===== src/rtl/iee_pkg.sv =====
// package for the infix expression evaluator
// token, operator, error codes and sequencer states; no dependencies
package iee_pkg;
  localparam int STACK_DEPTH = 32;
  localparam int PTR_W = $clog2(STACK_DEPTH);
  localparam int CNT_W = $clog2(STACK_DEPTH + 1);

  typedef enum logic [1:0] {
    CMD_NUM = 2'd0, CMD_OP = 2'd1, CMD_OPEN = 2'd2, CMD_CLOSE = 2'd3
  } cmd_t;

  typedef enum logic [2:0] {
    OP_ADD = 3'd0, OP_SUB = 3'd1, OP_MUL = 3'd2, OP_DIV = 3'd3,
    OP_REM = 3'd4, OP_LPAREN = 3'd5
  } op_code_t;

  typedef enum logic [2:0] {
    ERR_NONE = 3'd0, ERR_DIVZERO = 3'd1, ERR_UNDER = 3'd2,
    ERR_OVER = 3'd3, ERR_PAREN = 3'd4
  } err_t;

  typedef enum logic [3:0] {
    ST_IDLE, ST_DISPATCH, ST_LOOKOP, ST_POP1, ST_POP2, ST_EXEC,
    ST_DIVIDE, ST_WRITE, ST_FINAL, ST_READTOP, ST_RESULT
  } state_t;

  // precedence: 1 for add/sub, 2 for mul/div/rem, 0 otherwise
  function automatic logic [1:0] prec(input logic [2:0] op);
    if (op == OP_ADD || op == OP_SUB) prec = 2'd1;
    else if (op <= OP_REM) prec = 2'd2;
    else prec = 2'd0;
  endfunction
endpackage


===== src/rtl/infix_expression_evaluator_unit.sv =====
// Infix expression evaluator: top level with stacks, sequencer and shared ALU.
// Depends on iee_pkg.
//
// Tokens enter on the in_ channel (valid/ready); one result per expression
// leaves on the out_ channel when a token with in_last_token set is done.
// A number or open paren is pushed once it is dispatched; an operator or close
// paren is first held against the top operator. Each reduction pops an operator
// and two numbers and pushes the result; a divide or remainder goes through the
// bit-serial divider shared by all reductions. A closing paren, operator or last
// token may reduce several stacked operators in turn, so latency grows with their number.
// in_ready is high only in the idle state; one token is worked at a time.
// The result waits in an output register; while out_ready is low the
// sequencer holds in ST_RESULT and takes no new token.
// Reset (rst_n low, synchronous) empties both stacks and clears the error
// latch; the stack memories need no clearing pass.
// Errors: the first error is kept, later tokens are dropped until the last
// token, and the result then shows value 0 with the error code.
module infix_expression_evaluator_unit
  import iee_pkg::*;
(
  input  logic               clk,
  input  logic               rst_n,
  input  logic               in_valid,
  output logic               in_ready,
  input  logic [1:0]         in_cmd,
  input  logic [2:0]         in_operator_code,
  input  logic [30:0]        in_number_value,
  input  logic               in_last_token,
  output logic               out_valid,
  input  logic               out_ready,
  output logic signed [31:0] out_value,
  output logic [2:0]         out_error_code
);
  // memories
  logic [31:0] num_mem [STACK_DEPTH];
  logic [2:0]  op_mem  [STACK_DEPTH];

  state_t state_r, state_nxt;
  logic [CNT_W-1:0] ntop_r, ntop_nxt, otop_r, otop_nxt;
  logic [2:0] err_r, err_nxt;
  logic [1:0] cmd_r, cmd_nxt;
  logic [2:0] iop_r, iop_nxt;
  logic [30:0] inum_r, inum_nxt;
  logic last_r, last_nxt;
  logic [2:0] rop_r, rop_nxt;
  logic [31:0] rhs_r, rhs_nxt, res_r, res_nxt;
  logic ovalid_r, ovalid_nxt;
  logic [31:0] oval_r, oval_nxt;
  logic [2:0] oerr_r, oerr_nxt;

  // registered memory read ports
  logic [PTR_W-1:0] nrd_addr, ord_addr;
  logic [31:0] nrd_r;
  logic [2:0] ord_r;
  logic nwe, owe;
  logic [PTR_W-1:0] nwa, owa;
  logic [31:0] nwd;
  logic [2:0] owd;

  // divider
  logic [5:0] dcnt_r, dcnt_nxt;
  logic [31:0] dq_r, dq_nxt, dd_r, dd_nxt;
  logic [32:0] drem_r, drem_nxt;
  logic dnq_r, dnq_nxt, dnr_r, dnr_nxt;
  logic [32:0] dtrial;

  always_ff @(posedge clk) begin
    if (nwe) num_mem[nwa] <= nwd;
    if (owe) op_mem[owa] <= owd;
    nrd_r <= num_mem[nrd_addr];
    ord_r <= op_mem[ord_addr];
  end

  always_ff @(posedge clk) begin
    if (!rst_n) begin
      state_r  <= ST_IDLE;
      ntop_r   <= '0;
      otop_r   <= '0;
      err_r    <= ERR_NONE;
      ovalid_r <= 1'b0;
    end else begin
      state_r  <= state_nxt;
      ntop_r   <= ntop_nxt;
      otop_r   <= otop_nxt;
      err_r    <= err_nxt;
      ovalid_r <= ovalid_nxt;
    end
  end

  always_ff @(posedge clk) begin
    cmd_r <= cmd_nxt; iop_r <= iop_nxt; inum_r <= inum_nxt; last_r <= last_nxt;
    rop_r <= rop_nxt; rhs_r <= rhs_nxt; res_r <= res_nxt;
    oval_r <= oval_nxt; oerr_r <= oerr_nxt;
    dcnt_r <= dcnt_nxt; dq_r <= dq_nxt; dd_r <= dd_nxt; drem_r <= drem_nxt;
    dnq_r <= dnq_nxt; dnr_r <= dnr_nxt;
  end

  assign dtrial = {drem_r[31:0], dq_r[31]} - {1'b0, dd_r};

  // sequencer
  always_comb begin
    logic [CNT_W-1:0] t1;
    logic stop;
    t1 = otop_r - 1'b1;
    stop = 1'b0;
    state_nxt = state_r;
    ntop_nxt = ntop_r; otop_nxt = otop_r; err_nxt = err_r;
    cmd_nxt = cmd_r; iop_nxt = iop_r; inum_nxt = inum_r; last_nxt = last_r;
    rop_nxt = rop_r; rhs_nxt = rhs_r; res_nxt = res_r;
    ovalid_nxt = ovalid_r; oval_nxt = oval_r; oerr_nxt = oerr_r;
    dcnt_nxt = dcnt_r; dq_nxt = dq_r; dd_nxt = dd_r; drem_nxt = drem_r;
    dnq_nxt = dnq_r; dnr_nxt = dnr_r;
    nrd_addr = ntop_r[PTR_W-1:0] - 1'b1;
    ord_addr = t1[PTR_W-1:0];
    nwe = 1'b0; owe = 1'b0;
    nwa = ntop_r[PTR_W-1:0]; owa = otop_r[PTR_W-1:0];
    nwd = res_r; owd = iop_r;
    in_ready = (state_r == ST_IDLE);
    unique case (state_r)
      ST_IDLE: begin
        if (in_valid) begin
          cmd_nxt = in_cmd; iop_nxt = in_operator_code;
          inum_nxt = in_number_value; last_nxt = in_last_token;
          state_nxt = ST_DISPATCH;
        end
      end
      // top-of-operator read is ready here
      ST_DISPATCH: begin
        if (err_r != ERR_NONE) begin
          state_nxt = last_r ? ST_FINAL : ST_IDLE;
        end else begin
          unique case (cmd_t'(cmd_r))
            CMD_NUM: begin
              if (ntop_r >= CNT_W'(STACK_DEPTH)) err_nxt = ERR_OVER;
              else begin
                nwe = 1'b1; nwd = {1'b0, inum_r}; ntop_nxt = ntop_r + 1'b1;
              end
              state_nxt = last_r ? ST_FINAL : ST_IDLE;
            end
            CMD_OPEN: begin
              if (otop_r >= CNT_W'(STACK_DEPTH)) err_nxt = ERR_OVER;
              else begin
                owe = 1'b1; owd = OP_LPAREN; otop_nxt = otop_r + 1'b1;
              end
              state_nxt = last_r ? ST_FINAL : ST_IDLE;
            end
            CMD_OP: state_nxt = (iop_r <= OP_REM) ? ST_LOOKOP :
                                (last_r ? ST_FINAL : ST_IDLE);
            default: state_nxt = ST_LOOKOP;
          endcase
        end
      end
      // decide: reduce the top operator or finish the token
      ST_LOOKOP: begin
        if (err_r != ERR_NONE) begin
          state_nxt = last_r ? ST_FINAL : ST_IDLE;
        end else if (cmd_r == CMD_OP) begin
          if (otop_r != '0 && ord_r != OP_LPAREN && prec(ord_r) >= prec(iop_r)) begin
            stop = 1'b0;
            state_nxt = ST_POP1;
          end else begin
            if (otop_r >= CNT_W'(STACK_DEPTH)) err_nxt = ERR_OVER;
            else begin
              owe = 1'b1; owd = iop_r; otop_nxt = otop_r + 1'b1;
            end
            stop = 1'b1;
          end
        end else if (cmd_r == CMD_CLOSE) begin
          if (otop_r == '0) begin
            err_nxt = ERR_PAREN; stop = 1'b1;
          end else if (ord_r == OP_LPAREN) begin
            otop_nxt = t1; stop = 1'b1;
          end else state_nxt = ST_POP1;
        end else begin
          // drain at end of expression
          if (otop_r == '0) begin
            state_nxt = ST_READTOP;
          end else if (ord_r == OP_LPAREN) begin
            err_nxt = ERR_PAREN; state_nxt = ST_READTOP;
          end else state_nxt = ST_POP1;
        end
        if (stop) state_nxt = last_r ? ST_FINAL : ST_IDLE;
      end
      // pop operator; start reading rhs
      ST_POP1: begin
        rop_nxt = ord_r;
        otop_nxt = t1;
        if (ntop_r < CNT_W'(2)) begin
          err_nxt = ERR_UNDER;
          state_nxt = ST_LOOKOP;
        end else begin
          ntop_nxt = ntop_r - 1'b1;
          state_nxt = ST_POP2;
        end
      end
      ST_POP2: begin
        rhs_nxt = nrd_r;
        ntop_nxt = ntop_r - 1'b1;
        state_nxt = ST_EXEC;
      end
      ST_EXEC: begin
        state_nxt = ST_WRITE;
        unique case (rop_r)
          OP_ADD: res_nxt = nrd_r + rhs_r;
          OP_SUB: res_nxt = nrd_r - rhs_r;
          OP_MUL: res_nxt = nrd_r * rhs_r;
          OP_DIV, OP_REM: begin
            if (rhs_r == '0) begin
              err_nxt = ERR_DIVZERO;
              state_nxt = ST_LOOKOP;
            end else begin
              dq_nxt = nrd_r[31] ? -nrd_r : nrd_r;
              dd_nxt = rhs_r[31] ? -rhs_r : rhs_r;
              drem_nxt = '0;
              dcnt_nxt = 6'd32;
              dnq_nxt = nrd_r[31] ^ rhs_r[31];
              dnr_nxt = nrd_r[31];
              state_nxt = ST_DIVIDE;
            end
          end
          default: res_nxt = '0;
        endcase
      end
      // restoring divide, one quotient bit a cycle
      ST_DIVIDE: begin
        if (dcnt_r != '0) begin
          dcnt_nxt = dcnt_r - 1'b1;
          if (!dtrial[32]) begin
            drem_nxt = dtrial;
            dq_nxt = {dq_r[30:0], 1'b1};
          end else begin
            drem_nxt = {drem_r[31:0], dq_r[31]};
            dq_nxt = {dq_r[30:0], 1'b0};
          end
        end else begin
          if (rop_r == OP_DIV) res_nxt = dnq_r ? -dq_r : dq_r;
          else res_nxt = dnr_r ? -drem_r[31:0] : drem_r[31:0];
          state_nxt = ST_WRITE;
        end
      end
      ST_WRITE: begin
        nwe = 1'b1; nwd = res_r; ntop_nxt = ntop_r + 1'b1;
        state_nxt = ST_LOOKOP;
      end
      // end of expression: drain remaining operators
      ST_FINAL: begin
        cmd_nxt = CMD_NUM;
        if (err_r != ERR_NONE) state_nxt = ST_READTOP;
        else begin
          last_nxt = 1'b1;
          iop_nxt = OP_LPAREN;
          state_nxt = ST_LOOKOP;
        end
        // mark drain mode via cmd_r == CMD_NUM with last set
      end
      ST_READTOP: begin
        oerr_nxt = err_r;
        oval_nxt = '0;
        if (err_r == ERR_NONE) begin
          if (ntop_r == '0) oerr_nxt = ERR_UNDER;
          else oval_nxt = nrd_r;
        end
        ovalid_nxt = 1'b1;
        ntop_nxt = '0; otop_nxt = '0; err_nxt = ERR_NONE;
        state_nxt = ST_RESULT;
      end
      ST_RESULT: begin
        if (out_ready) begin
          ovalid_nxt = 1'b0;
          state_nxt = ST_IDLE;
        end
      end
      default: state_nxt = ST_IDLE;
    endcase
  end

  assign out_valid = ovalid_r;
  assign out_value = oval_r;
  assign out_error_code = oerr_r;
endmodule


===== config.mk =====
export PLATFORM = sky130hd
export DESIGN_NAME = infix_expression_evaluator_unit
export DESIGN_NICKNAME = d
export VERILOG_FILES = /design/src/rtl/iee_pkg.sv /design/src/rtl/infix_expression_evaluator_unit.sv
export SDC_FILE = /design/constraint.sdc
export NUM_CORES = 2
export LEC_CHECK = 0
export BUFFER_PORTS_ARGS = -buffer_cell sky130_fd_sc_hd__buf_2
export CAP_MARGIN = 0
export CORE_MARGIN = 2
export CORE_UTILIZATION = 50
export DETAILED_ROUTE_END_ITERATION = 16
export GPL_TIMING_DRIVEN = 0
export PLACE_DENSITY = 0.65
export SLEW_MARGIN = 20
export SYNTH_ARGS = -nofsm -noshare
export SYNTH_HDL_FRONTEND = slang
export SYNTH_SLANG_ARGS = --single-unit

===== constraint.sdc =====
create_clock -name clk -period 10.2 [get_ports clk]
set_clock_uncertainty 0.15 [all_clocks]
set_input_delay 0 -clock clk [delete_from_list [all_inputs] [get_ports clk]]
set_output_delay 0 -clock clk [all_outputs]
set_load 0.005 [all_outputs]

==> summary.md <==
| Metric | Value |
|---|---|
| CP endpoint kind | flop |
| Setup TNS | 0 ns |
| Detail Placement HPWL | 168 mm |
| Post-synth EDFFs | 1363 |
| Main flop type after synthesis | edfxtp_1 |
| Chip Height | 396 µm |
| Fill count | 12000 |
| Maximum Capacitance Violations | 0 |
| Register area share after synthesis | 0.546 |
| Metal1 wirelength | 91.6 mm |
| CP Max Fanout | 10 |
| Endpoints failing setup | 0 |
| Maximum number of pins on one net before global-route repair | 33 |
| Top Registers | num_mem (1024), op_mem (96) |
| Root buffer cell | clkbuf_16 |
| Latest clock arrival within the worst-skew pair | 0.80 ns |
| Routed WL | 232 mm |
| Final hold vios | 0 |
| Vias per cell | 6.03 |
| Tmin final | 9.88 ns |
| Critical Path Start Type | flop |
| CP Depth | 27 |
| Vias in the first global route | 47700 |
| Fmax | 101 MHz |
| Crit path max-delay family | adder cells |
| Worst-margin pin slew | 1.18 ns |
| Cell Area, Placed | 81800 µm² |
| Design area | 87400 µm² |
| Syn_nets | 5998 |
| CP max-delay cell | clkbuf_1 |
| Status | complete, no violations |
| GR Util All Layers | 0.299 |
| Max Buffers Root-to-Sink | 3 |
| Post-detailed-route count of antenna-violating nets | 0 |
| Worst rel slew slack | 0.211 |
| IO Pins | 78 |
| #FFs+latches synth | 1418 |
| DRC viols | 0 |
| Detailed Routing Iterations Pass 1 | 6 |
| Layout Nets | 6381 |
| Via count | 47500 |
| Avg WL per Cell | 29.5 µm |
| WP buf/inv | 7 |
| CTS tree | done |
| Worst setup path category | flop to flop |
| Largest register by flop count | num_mem |
| Core Footprint | 152000 µm² |
| Initial antenna violation count | 15 |
| Post-Syn Area | 77000 µm² |
| Avg Cell Area, Syn | 14.4 µm² |
| Buffers on Ports | 77 |
| Total CTS buffers | 149 |
| Layout cell share with drive strength beyond 1 | 0.154 |
| Initial core utilization | 0.505 |
| Max reg flops | 1024 |
| Area Growth Syn to Fin | 13.5% |
| Critical Path Max Stage Delay | 0.84 ns |
| Post-Synthesis Cells | 5338 |
| Die area | 157000 µm² |
| Unrepaired setup endpoints after global routing | yes |
| Worst R2R Path Depth | 27 |
| Worst min path class | input pin to flop |
| Async set-reset flop share out of synthesis | 0 |
| Routability cong. | 0.984 |
| Chip width | 396 µm |
| Req. time, crit path | 10.58 ns |
| Met2 WL | 109 mm |
| Critical Path AT | 10.26 ns |
| Total grt overflow | 0 |
| Met3 routed WL | 21.5 mm |
| First-pass GRT wire length | 335 mm |
| Yosys warns | 0 |
| Fin crit share | 0.969 |
| Std-Cell Rows | 143 |
| Worst-path clk slew | 0.06 ns |
| Synth cell types | 75 |
| Initial DRC count | 5700 |
| H-tree depth | 4 |
| CP most frequent cell | fa_1 |
| Slew Limit Fails | 0 |
| Hold Crit Depth | 4 |
| # clock sinks | 1418 |
| Max Used Layer | met5 |
## through the flow
stage | cells | hold WS (ns) | setup WS (ns) | util
2_1_floorplan | 5338 | -0.0511 | 2.81 | -
3_3_place_gp | 7445 | 0.0261 | 0.354 | 0.524
3_5_place_dp | 7520 | 0.0281 | 0.310 | 0.536
4_1_cts | 7870 | 0.00947 | 0.242 | 0.573
5_1_grt | 7871 | 0.0536 | 0.00387 | 0.573
6_report | 7877 | 0.0726 | 0.317 | 0.573
## kinds of logic after synthesis
family | Yosys count | synth area share
XOR/XNOR | 301 | 0.0342
flip-flops | 1418 | 0.546
multiplexers | 458 | 0.118
AO/OA/AOI/OAI | 527 | 0.0432
buffers and inverters | 744 | 0.0363
adder cells (fa/ha/maj) | 619 | 0.141
AND/OR/NAND/NOR | 1271 | 0.0819
## Yosys cell counts (14+ instances only)
cell type	number	share of area
a211oi_1	14	0.0014
a21oi_1	154	0.010
fa_1	411	0.11
xor2_1	122	0.014
edfxtp_1	1363	0.53
or2_2	15	0.0012
nand2b_1	29	0.0024
a221oi_1	23	0.0026
ha_1	208	0.034
a31oi_1	14	0.0011
o31ai_1	46	0.0045
inv_1	453	0.022
nand3_1	35	0.0023
or4_1	16	0.0016
dfxtp_1	55	0.014
mux2i_1	37	0.0048
and2_1	342	0.028
nor2_1	248	0.012
nor3_1	52	0.0034
mux4_2	350	0.10
clkbuf_1	259	0.013
o211ai_1	19	0.0019
nand2_1	417	0.020
o21ai_0	136	0.0088
a21o_1	36	0.0035
or3_1	26	0.0021
mux2_2	71	0.010
xnor2_1	179	0.020
nor2b_1	19	0.0015
buf_1	27	0.0013
## worst paths after layout
path | end | slack [ns] | from
min | cmd_r[0]$_SDFFCE_PP0P_ | 0.07 | in_valid
max | res_r[31]$_DFFE_PP_ | 0.32 | nrd_r[9]$_DFF_P_
min reg2reg | rhs_r[27]$_DFFE_PP_ | 0.31 | nrd_r[27]$_DFF_P_
max reg2reg | res_r[31]$_DFFE_PP_ | 0.32 | nrd_r[9]$_DFF_P_
## worst register-to-register path, cell delays in order (launching register included)
cell and delay, ns:
dfxtp_1 0.58, clkbuf_1 0.84, buf_1 0.75, nand2_1 0.18, fa_1 0.45, inv_1 0.07
fa_1 0.43, fa_1 0.51, inv_1 0.06, fa_1 0.49, inv_1 0.06, fa_1 0.49
inv_1 0.05, fa_1 0.53, inv_1 0.05, fa_1 0.52, fa_1 0.45, ha_1 0.38
a21oi_1 0.17, nor2_1 0.05, a211oi_1 0.34, o21ai_0 0.21, a21oi_1 0.17, o32ai_1 0.15
o41ai_1 0.50, o21ai_0 0.24, xnor2_1 0.23, o311ai_1 0.49
## per-layer routing
| layer | vias up | global-route usage |
|---|---|---|
| met4 | 6 | 0.120 |
| met2 | 2520 | 0.470 |
| met3 | 450 | 0.0508 |
| met5 | - | 0 |
| li1 | 20100 | - |
| met1 | 24500 | 0.418 |
## placed cells by master, fill, tap and decap left out, types with 150 or more instances in the layout
cell and instances:
a21oi_1 153, and2_1 342, clkbuf_1 286, clkbuf_16 150, edfxtp_1 1363, fa_1 411
ha_1 208, inv_1 451, mux4_2 350, nand2_1 417, nor2_1 215, xnor2_1 176
## repair_timing
item                                    in CTS  in global routing
endpoints found under the setup margin       0                  2
hold buffers                                79                  0
resized for setup                            0                  6
endpoints found under the hold margin       85                  0
buffers inserted                             0                  0
## layout make-up
type,count,area (µm²),share of cell area
well taps,2030,2540,0.0291
clock buffers,199,4020,0.0460
clock inverters,72,785,0.00898
multi-input cells,3176,32500,0.372
repair buffers,232,2700,0.0309
inverters,454,1710,0.0195
diodes,6,15.0,0.000172
plain buffers,290,1130,0.0130
flip-flops and latches,1418,42000,0.481
Power is left out: the tool's default activity adds up to more than one toggle a clock period on the data nets, which glitch-free logic cannot reach.
